### config.mk
export PLATFORM = sky130hd
export DESIGN_NAME = frame_energy_rms_stats
export DESIGN_NICKNAME = d
export VERILOG_FILES = /design/src/rtl/fers_pkg.sv /design/src/rtl/fers_accum.sv /design/src/rtl/fers_calc.sv /design/src/rtl/fers_queue.sv /design/src/rtl/frame_energy_rms_stats.sv
export SDC_FILE = /design/constraint.sdc
export NUM_CORES = 2
export LEC_CHECK = 0
export ABC_AREA = 1
export BUFFER_PORTS_ARGS = -buffer_cell sky130_fd_sc_hd__buf_2
export CAP_MARGIN = 20
export CORE_MARGIN = 1.5
export CORE_UTILIZATION = 35
export DETAILED_ROUTE_END_ITERATION = 8
export PLACE_DENSITY = 0.6
export SLEW_MARGIN = 20
export SYNTH_ARGS = -nofsm -noshare
export SYNTH_HDL_FRONTEND = slang
export SYNTH_SLANG_ARGS = --single-unit
### constraint.sdc
create_clock -name clock -period 35.2 [get_ports clock]
set_input_delay 3.52 -clock clock [delete_from_list [all_inputs] [get_ports clock]]
set_output_delay 3.52 -clock clock [all_outputs]
set_load 0.05 [all_outputs]
### src/rtl/fers_pkg.sv
// Shared types and constants for the frame statistics block.
`timescale 1ns / 1ps
package fers_pkg;
   localparam int SAMPLE_BITS = 16;
   localparam int SUM_W    = 28;
   localparam int MEAN_W   = 16;
   localparam int ENERGY_W = 43;
   localparam int POWER_W  = 31;
   localparam int NORM_W   = 22;
   localparam int RMS_W    = 16;
   localparam int COUNT_W  = 13;

   typedef struct packed {
      logic [SUM_W-1:0]    sum;
      logic [ENERGY_W-1:0] energy;
      logic [COUNT_W-1:0]  count;
      logic                overflow;
   } frame_type;

   typedef struct packed {
      logic [SUM_W-1:0]    sum;
      logic [MEAN_W-1:0]   mean;
      logic [ENERGY_W-1:0] energy;
      logic [POWER_W-1:0]  power;
      logic [NORM_W-1:0]   norm;
      logic [RMS_W-1:0]    rms;
      logic [COUNT_W-1:0]  count;
      logic                overflow;
   } result_type;
endpackage

### src/rtl/fers_accum.sv
// Front part: accumulate sum, energy and count per frame.
`timescale 1ns / 1ps
module fers_accum import fers_pkg::*; #(
   parameter int FRAME_MAX   = 4096,
   parameter int CNT_W       = 17
) (
   input  logic        clock,
   input  logic        reset,
   input  logic        in_valid,
   output logic        in_ready,
   input  logic [15:0] sample,
   input  logic        frame_end,
   output logic        out_valid,
   input  logic        out_ready,
   output frame_type   out_frame,
   output logic [CNT_W-1:0] out_count
);
   logic [SUM_W-1:0]    sum_ff, sum_in;
   logic [ENERGY_W-1:0] energy_ff, energy_in;
   logic [CNT_W-1:0]    count_ff, count_in;
   logic                ovf_ff, ovf_in;
   logic                room;
   logic signed [SAMPLE_BITS-1:0] s;
   logic signed [2*SAMPLE_BITS-1:0] sq;
   logic accept;

   assign s        = sample[SAMPLE_BITS-1:0];
   assign sq       = s * s;
   assign room     = count_ff < CNT_W'(FRAME_MAX);
   assign in_ready = out_ready;
   assign accept   = in_valid && in_ready;

   always_comb begin
      sum_in    = sum_ff;
      energy_in = energy_ff;
      count_in  = count_ff;
      ovf_in    = ovf_ff;
      if (room) begin
         sum_in    = sum_ff + SUM_W'(s);
         energy_in = energy_ff + ENERGY_W'($unsigned(sq));
         count_in  = count_ff + 1'b1;
      end else begin
         ovf_in = 1'b1;
      end
   end

   assign out_valid          = accept && frame_end;
   assign out_frame.sum      = sum_in;
   assign out_frame.energy   = energy_in;
   assign out_frame.count    = count_in[COUNT_W-1:0];
   assign out_frame.overflow = ovf_in;
   assign out_count          = count_in;

   always_ff @(posedge clock) begin
      if (reset || (accept && frame_end)) begin
         sum_ff    <= '0;
         energy_ff <= '0;
         count_ff  <= '0;
         ovf_ff    <= 1'b0;
      end else if (accept) begin
         sum_ff    <= sum_in;
         energy_ff <= energy_in;
         count_ff  <= count_in;
         ovf_ff    <= ovf_in;
      end
   end
endmodule

### src/rtl/fers_calc.sv
// Back part: iterative divides and square roots for one closed frame.
`timescale 1ns / 1ps
module fers_calc import fers_pkg::*; #(
   parameter int CNT_W = 17
) (
   input  logic             clock,
   input  logic             reset,
   input  logic             in_valid,
   output logic             in_ready,
   input  frame_type        in_frame,
   input  logic [CNT_W-1:0] in_count,
   output logic             out_valid,
   input  logic             out_ready,
   output result_type       out_result
);
   localparam logic [1:0] S_IDLE = 2'd0;
   localparam logic [1:0] S_DIV  = 2'd1;
   localparam logic [1:0] S_SQRT = 2'd2;
   localparam logic [1:0] S_OUT  = 2'd3;
   localparam int DW = 44;

   logic [1:0]          state_ff, state_in;
   logic [5:0]          step_ff, step_in;
   frame_type           frm_ff;
   logic [CNT_W-1:0]    n_ff;
   logic [DW-1:0]       eq_ff, eq_in, er_ff, er_in;
   logic [SUM_W-1:0]    sq_ff, sq_in, sr_ff, sr_in;
   logic                neg_ff;
   logic [DW-1:0]       ev_ff, ev_in, er2_ff, er2_in, eroot_ff, eroot_in;
   logic [DW-1:0]       pv_ff, pv_in, pr_ff, pr_in, proot_ff, proot_in;
   logic [DW-1:0]       etrial, ptrial;
   logic [DW-1:0]       eshift;
   logic [SUM_W-1:0]    sshift;
   logic [SUM_W-1:0]    sabs;
   logic [SUM_W-1:0]    mean_full;

   assign in_ready  = state_ff == S_IDLE;
   assign out_valid = state_ff == S_OUT;
   assign sabs = in_frame.sum[SUM_W-1] ? SUM_W'(-in_frame.sum) : in_frame.sum;

   assign eshift = {er_ff[DW-2:0], eq_ff[DW-1]};
   assign sshift = {sr_ff[SUM_W-2:0], sq_ff[SUM_W-1]};
   assign etrial = {er2_ff[DW-3:0], ev_ff[DW-1:DW-2]};
   assign ptrial = {pr_ff[DW-3:0], pv_ff[DW-1:DW-2]};

   always_comb begin
      state_in = state_ff;
      step_in  = step_ff;
      eq_in = eq_ff; er_in = er_ff; sq_in = sq_ff; sr_in = sr_ff;
      ev_in = ev_ff; er2_in = er2_ff; eroot_in = eroot_ff;
      pv_in = pv_ff; pr_in = pr_ff; proot_in = proot_ff;
      unique case (state_ff)
         S_IDLE: begin
            if (in_valid) begin
               state_in = S_DIV;
               step_in  = '0;
               eq_in = DW'(in_frame.energy); er_in = '0;
               sq_in = sabs; sr_in = '0;
            end
         end
         S_DIV: begin
            eq_in = {eq_ff[DW-2:0], 1'b0};
            if (eshift >= DW'(n_ff)) begin
               er_in = eshift - DW'(n_ff); eq_in[0] = 1'b1;
            end else begin
               er_in = eshift;
            end
            if (step_ff < 6'(SUM_W)) begin
               sq_in = {sq_ff[SUM_W-2:0], 1'b0};
               if (DW'(sshift) >= DW'(n_ff)) begin
                  sr_in = SUM_W'(DW'(sshift) - DW'(n_ff)); sq_in[0] = 1'b1;
               end else begin
                  sr_in = sshift;
               end
            end
            step_in = step_ff + 1'b1;
            if (step_ff == 6'(DW-1)) begin
               state_in = S_SQRT;
               step_in  = '0;
               ev_in = DW'(frm_ff.energy); er2_in = '0; eroot_in = '0;
               pv_in = eq_in; pr_in = '0; proot_in = '0;
            end
         end
         S_SQRT: begin
            ev_in = {ev_ff[DW-3:0], 2'b00};
            pv_in = {pv_ff[DW-3:0], 2'b00};
            if (etrial >= {eroot_ff[DW-3:0], 2'b01}) begin
               er2_in = etrial - {eroot_ff[DW-3:0], 2'b01};
               eroot_in = {eroot_ff[DW-2:0], 1'b1};
            end else begin
               er2_in = etrial;
               eroot_in = {eroot_ff[DW-2:0], 1'b0};
            end
            if (ptrial >= {proot_ff[DW-3:0], 2'b01}) begin
               pr_in = ptrial - {proot_ff[DW-3:0], 2'b01};
               proot_in = {proot_ff[DW-2:0], 1'b1};
            end else begin
               pr_in = ptrial;
               proot_in = {proot_ff[DW-2:0], 1'b0};
            end
            step_in = step_ff + 1'b1;
            if (step_ff == 6'(DW/2-1)) state_in = S_OUT;
         end
         S_OUT: begin
            if (out_ready) state_in = S_IDLE;
         end
         default: state_in = S_IDLE;
      endcase
   end

   assign mean_full = neg_ff ? SUM_W'(-sq_ff) : sq_ff;

   assign out_result.sum      = frm_ff.sum;
   assign out_result.mean     = mean_full[MEAN_W-1:0];
   assign out_result.energy   = frm_ff.energy;
   assign out_result.power    = eq_ff[POWER_W-1:0];
   assign out_result.norm     = eroot_ff[NORM_W-1:0];
   assign out_result.rms      = proot_ff[RMS_W-1:0];
   assign out_result.count    = frm_ff.count;
   assign out_result.overflow = frm_ff.overflow;

   always_ff @(posedge clock) begin
      if (reset) begin
         state_ff <= S_IDLE;
         step_ff  <= '0;
      end else begin
         state_ff <= state_in;
         step_ff  <= step_in;
      end
      if (state_ff == S_IDLE && in_valid) begin
         frm_ff <= in_frame;
         n_ff   <= in_count;
         neg_ff <= in_frame.sum[SUM_W-1];
      end
      eq_ff <= eq_in; er_ff <= er_in; sq_ff <= sq_in; sr_ff <= sr_in;
      ev_ff <= ev_in; er2_ff <= er2_in; eroot_ff <= eroot_in;
      pv_ff <= pv_in; pr_ff <= pr_in; proot_ff <= proot_in;
   end
endmodule

### src/rtl/fers_queue.sv
// Two-entry queue of closed frames between front and back.
`timescale 1ns / 1ps
module fers_queue import fers_pkg::*; #(
   parameter int CNT_W = 17
) (
   input  logic             clock,
   input  logic             reset,
   input  logic             in_valid,
   output logic             in_ready,
   input  frame_type        in_frame,
   input  logic [CNT_W-1:0] in_count,
   output logic             out_valid,
   input  logic             out_ready,
   output frame_type        out_frame,
   output logic [CNT_W-1:0] out_count
);
   frame_type        frm_ff [2];
   logic [CNT_W-1:0] cnt_ff [2];
   logic             wp_ff, rp_ff;
   logic [1:0]       fill_ff;
   logic             push, pop;

   assign in_ready  = fill_ff != 2'd2;
   assign out_valid = fill_ff != 2'd0;
   assign push      = in_valid && in_ready;
   assign pop       = out_valid && out_ready;
   assign out_frame = frm_ff[rp_ff];
   assign out_count = cnt_ff[rp_ff];

   always_ff @(posedge clock) begin
      if (reset) begin
         wp_ff <= 1'b0; rp_ff <= 1'b0; fill_ff <= '0;
      end else begin
         if (push) wp_ff <= !wp_ff;
         if (pop) rp_ff <= !rp_ff;
         fill_ff <= fill_ff + {1'b0, push} - {1'b0, pop};
      end
      if (push) begin
         frm_ff[wp_ff] <= in_frame;
         cnt_ff[wp_ff] <= in_count;
      end
   end
endmodule

### src/rtl/frame_energy_rms_stats.sv
// Top level of the frame statistics block: sum, mean, energy, power, norm, RMS.
//  channel | direction | handshake             | payload
//  req     | in        | req_valid/req_ready   | req_sample, req_frame_end
//  rsp     | out       | rsp_valid/rsp_ready   | rsp_frame_* , rsp_sample_count, rsp_overflow
// Samples are taken one per cycle while the frame queue has room.
// Each closed frame holds the back unit while it is loaded, divided by restoring
// division, passed through bit-pair square roots and handed off.
// Reset clears accumulators, the queue and the back unit.
// A stalled rsp side fills the two-entry queue, then stalls req.
`timescale 1ns / 1ps
module frame_energy_rms_stats import fers_pkg::*; #(
   parameter int FRAME_MAX   = 4096
) (
   input  logic        clock,
   input  logic        reset,
   input  logic        req_valid,
   output logic        req_ready,
   input  logic [15:0] req_sample,
   input  logic        req_frame_end,
   output logic        rsp_valid,
   input  logic        rsp_ready,
   output logic [27:0] rsp_frame_sum,
   output logic [15:0] rsp_frame_mean,
   output logic [42:0] rsp_frame_energy,
   output logic [30:0] rsp_frame_power,
   output logic [21:0] rsp_frame_norm,
   output logic [15:0] rsp_frame_rms,
   output logic [12:0] rsp_sample_count,
   output logic        rsp_overflow
);
   localparam int CNT_W = $clog2(FRAME_MAX + 1) + 1;

   logic             a_valid, a_ready, q_valid, q_ready;
   frame_type        a_frame, q_frame;
   logic [CNT_W-1:0] a_count, q_count;
   result_type       res;

   fers_accum #(.FRAME_MAX(FRAME_MAX), .CNT_W(CNT_W)) u_accum (
      .clock, .reset, .in_valid(req_valid), .in_ready(req_ready),
      .sample(req_sample), .frame_end(req_frame_end),
      .out_valid(a_valid), .out_ready(a_ready), .out_frame(a_frame), .out_count(a_count)
   );

   fers_queue #(.CNT_W(CNT_W)) u_queue (
      .clock, .reset, .in_valid(a_valid), .in_ready(a_ready),
      .in_frame(a_frame), .in_count(a_count),
      .out_valid(q_valid), .out_ready(q_ready), .out_frame(q_frame), .out_count(q_count)
   );

   fers_calc #(.CNT_W(CNT_W)) u_calc (
      .clock, .reset, .in_valid(q_valid), .in_ready(q_ready),
      .in_frame(q_frame), .in_count(q_count),
      .out_valid(rsp_valid), .out_ready(rsp_ready), .out_result(res)
   );

   assign rsp_frame_sum    = res.sum;
   assign rsp_frame_mean   = res.mean;
   assign rsp_frame_energy = res.energy;
   assign rsp_frame_power  = res.power;
   assign rsp_frame_norm   = res.norm;
   assign rsp_frame_rms    = res.rms;
   assign rsp_sample_count = res.count;
   assign rsp_overflow     = res.overflow;

   a_front_stall: assert property (@(posedge clock) disable iff (reset)
      !a_ready |-> !req_ready) else $error("front took an item while queue full");
   a_rsp_hold: assert property (@(posedge clock) disable iff (reset)
      rsp_valid && !rsp_ready |=> rsp_valid && $stable(rsp_frame_power))
      else $error("result changed while stalled");
   a_rms_bound: assert property (@(posedge clock) disable iff (reset)
      rsp_valid |-> rsp_frame_rms <= rsp_frame_norm[15:0] || rsp_frame_norm > 22'd65535)
      else $error("rms exceeds norm");
endmodule
==> flow_summary_export.csv <==
group,metric,value,unit
setup_path,cp_slowest_cell,"buf_2",
global_routing,grt_first_pass_wirelength,258900,um
floorplan,die_x,407.6,um
routing,avgViaCountPerCell,4.760,
layout,diodes,0,
clock_tree,h-tree-depth,3,
floorplan,rows,148,
synthesis,yosysWarnings,0,
min_path,worstHoldStart,"u_accum.count_ff[13]",
clock_tree,cts.repair.resized,0,
clock_tree,worstSkewPairLatency,0.70,ns
synthesis,ys_types,56,
routing,antenna_left,0,
placement,hpwlAfterDp,127200,um
global_routing,grt_antenna_before_repair,9,
synthesis,synthesis.area,0.05729,mm2
min_path,hold_path_class,"flip-flop to flip-flop",
setup_path,reg2reg_from,"u_queue.fill_ff[1]",
global_routing,grtUsageTotal,0.1950,
layout,fin_nets,8155,
synthesis,async_flop_share,0,
routing,wl_met2,75010,um
timing,worst_clock_skew,0.02491,ns
flow_run,cap_viol_max_count,0,
routing,wl_met3,8471,um
setup_path,ff2ff_path_depth,9,
floorplan,die_area,0.1661,mm2
clock_tree,numCtsBuffers,84,
timing,finalCriticalPeriod,10.99,ns
global_routing,grt_max_degree,190,
synthesis,ys_top_cells_by_area,"edfxtp_1 (35%), nand2_1 (16%), inv_1 (9.5%)",
clock_tree,clock_path_buffers,3,
synthesis,synth_top_family_by_area,"simple AND/OR/NAND/NOR gates",
timing,drv_slew,0,
status,run_status,"finished clean",
global_routing,overflow,0,
synthesis,yosys.area_share.xor_xnor,0.02415,
synthesis,syn_avg_cell_area,7.571,um2
synthesis,yosys-top-cells-count,"nand2_1 (2402), inv_1 (1446), nor2_1 (730)",
floorplan,ios,193,
timing,period_share,0.3122,
global_routing,grt_pass1_vias,46120,
synthesis,seq_area_frac_synth,0.3853,
synthesis,muxShareOfSynthArea,0.0001966,
clock_tree,clk_pin_slew_worst_paths,0.06,ns
setup_path,rr_endpoint,"u_accum.energy_ff[0]",
timing,finalSetupTns,0,ns
setup_path,crit_fanout,36,
routing,drt-initial-drc-count,3431,
timing,slew_headroom,0.2425,
setup_path,crit_arrival,11.42,ns
layout,fin_area,0.06268,mm2
clock_tree,root_buffer,"clkbuf_16",
routing,top_layer,"met4",
routing,avgRoutedWirePerCell,16.57,um
routing,num_vias,46930,
setup_path,ff2ff_setup_slack,30.70,ns
placement,placed_area,0.05991,mm2
synthesis,synth-edff-count,669,
routing,wl_met1,77370,um
synthesis,synth-simple-area-share,0.2650,
layout,final_util,0.3855,
setup_path,end_kind,"flip-flop",
setup_path,crit_required,35.63,ns
clock_tree,hold_buffers,0,
layout,multi_input_area,0.02844,mm2
synthesis,synth_most_common_cell,"nand2_1",
clock_tree,post_cts_buffers,0,
setup_path,cpPeakStageDelay,0.65,ns
clock_tree,cts_tree,"yes",
layout,nFillCells,17060,
timing,setup_viol,0,
floorplan,coreArea,0.1626,mm2
synthesis,synthCells,7567,
layout,seqCellArea,0.02207,mm2
routing,drc,0,
synthesis,yosysTopAreaCellShare,0.3507,
layout,drive_above_1_share,0.05726,
timing,rsz0062_at_grt,"false",
synthesis,ys.flop_type,"edfxtp_1",
placement,port_buffers,192,
timing,tightest_slew,1.136,ns
min_path,whs_endpoint,"u_queue.cnt_ff[1][13]",
layout,syn2layout_area_growth,9.400,%
synthesis,synth_compound_area_frac,0.06065,
floorplan,dieHeight,407.6,um
min_path,holdPathStages,0,
timing,hold_violations,0,
timing,fmax,90.99,MHz
floorplan,initial_core_util,0.3524,
routing,drt-total-wl,163300,um
synthesis,synth_top_area_cell,"edfxtp_1",
synthesis,synth-adder-area-share,0.1448,
synthesis,syn_nets,8107,
clock_tree,cts_sinks,768,
routing,dr.pass1.iters,7,
placement,place_congestion,0.9418,
setup_path,cp-start-kind,"input pin",
synthesis,synth-seq-cells,768,
setup_path,critical_path_class,"input pin to flip-flop",
## cells by family (layout without fill, tap and decap cells)
kind of cell	Yosys count	in the layout
DFF	768	768
and+or+nand+nor	3750	3750
buffers and inverters	1719	1836
adders and majority gates	519	519
muxes	1	1
AOI/OAI and AO/OA	652	652
xor gates and xnor gates	158	158
## worst max path at each step
stage	from	endpoint	cells past startpoint
after floorplan	u_calc.state_ff[1]	u_calc.er2_ff[0]	7
after global placement	req_sample[15]	u_accum.energy_ff[33]	35
final	req_sample[15]	u_queue.frm_ff[1][52]	31
after detailed placement	req_sample[15]	u_queue.frm_ff[0][48]	34
after global routing	req_sample[15]	u_accum.energy_ff[38]	33
after CTS	req_sample[15]	u_queue.frm_ff[1][52]	31
## final cells by class
cell class              count  area share
multi-input cells        5080      0.4537
repair buffers            221     0.01900
clock buffers             106     0.03567
inverters                1460     0.08754
flip-flops and latches    768      0.3522
well taps                2175     0.04342
clock inverters            49    0.008405
## registers in the layout, indices dropped and copies added, names as in the netlist, 2 cells and up, named ones only
register	cells
u_accum.count_ff	14
u_accum.energy_ff	43
u_accum.sum_ff	28
u_calc.eq_ff	44
u_calc.er2_ff	42
u_calc.er_ff	43
u_calc.eroot_ff	42
u_calc.ev_ff	44
u_calc.n_ff	14
u_calc.out_result	84
u_calc.pr_ff	42
u_calc.proot_ff	42
u_calc.pv_ff	44
u_calc.sq_ff	28
u_calc.sr_ff	27
u_calc.state_ff	2
u_calc.step_ff	6
u_queue.cnt_ff	28
u_queue.fill_ff	2
u_queue.frm_ff	144
## per-layer routing
layer,up-vias,global-route usage
li1,23580,-
met1,22160,0.2736
met2,1023,0.3208
met3,161,0.02619
met4,0,0.03860
met5,-,0
## stage by stage
stage	instances	hold WS (ns)	worst slack, ns
5_1_grt	9859	0.4844	23.58
3_3_place_gp	9704	0.4350	23.67
4_1_cts	9859	0.4559	24.26
6_report	9859	0.4564	24.21
2_1_floorplan	7567	0.4288	20.67
3_5_place_dp	9704	0.4426	23.54
## placed cells by master, fill, tap and decap left out, drive strengths merged, types with 23 or more instances in the layout
cell type,Yosys,final
xor2,93,93
fa,240,240
nor2,749,749
edfxtp,669,669
buf,132,221
dfxtp,99,99
nand2,2414,2414
o21ai,316,316
nand3b,29,29
nand3,386,386
o21bai,31,31
ha,279,279
xnor2,65,65
clkbuf,127,106
nand4,83,83
inv,1458,1469
clkinv,2,28
nor3,52,52
or2,23,23
a21oi,262,262
## worst max-delay path: cells and delay by family
| kind | cells | cell delay, ns |
|---|---|---|
| simple gates | 12 | 1.81 |
| xor+xnor | 1 | 0.26 |
| compound gates | 3 | 0.51 |
| buf+inv | 7 | 1.47 |
| fa+ha+maj | 8 | 3.78 |
Power is left out: the tool's default activity adds up to more than one toggle a clock period on the data nets, which glitch-free logic cannot reach.
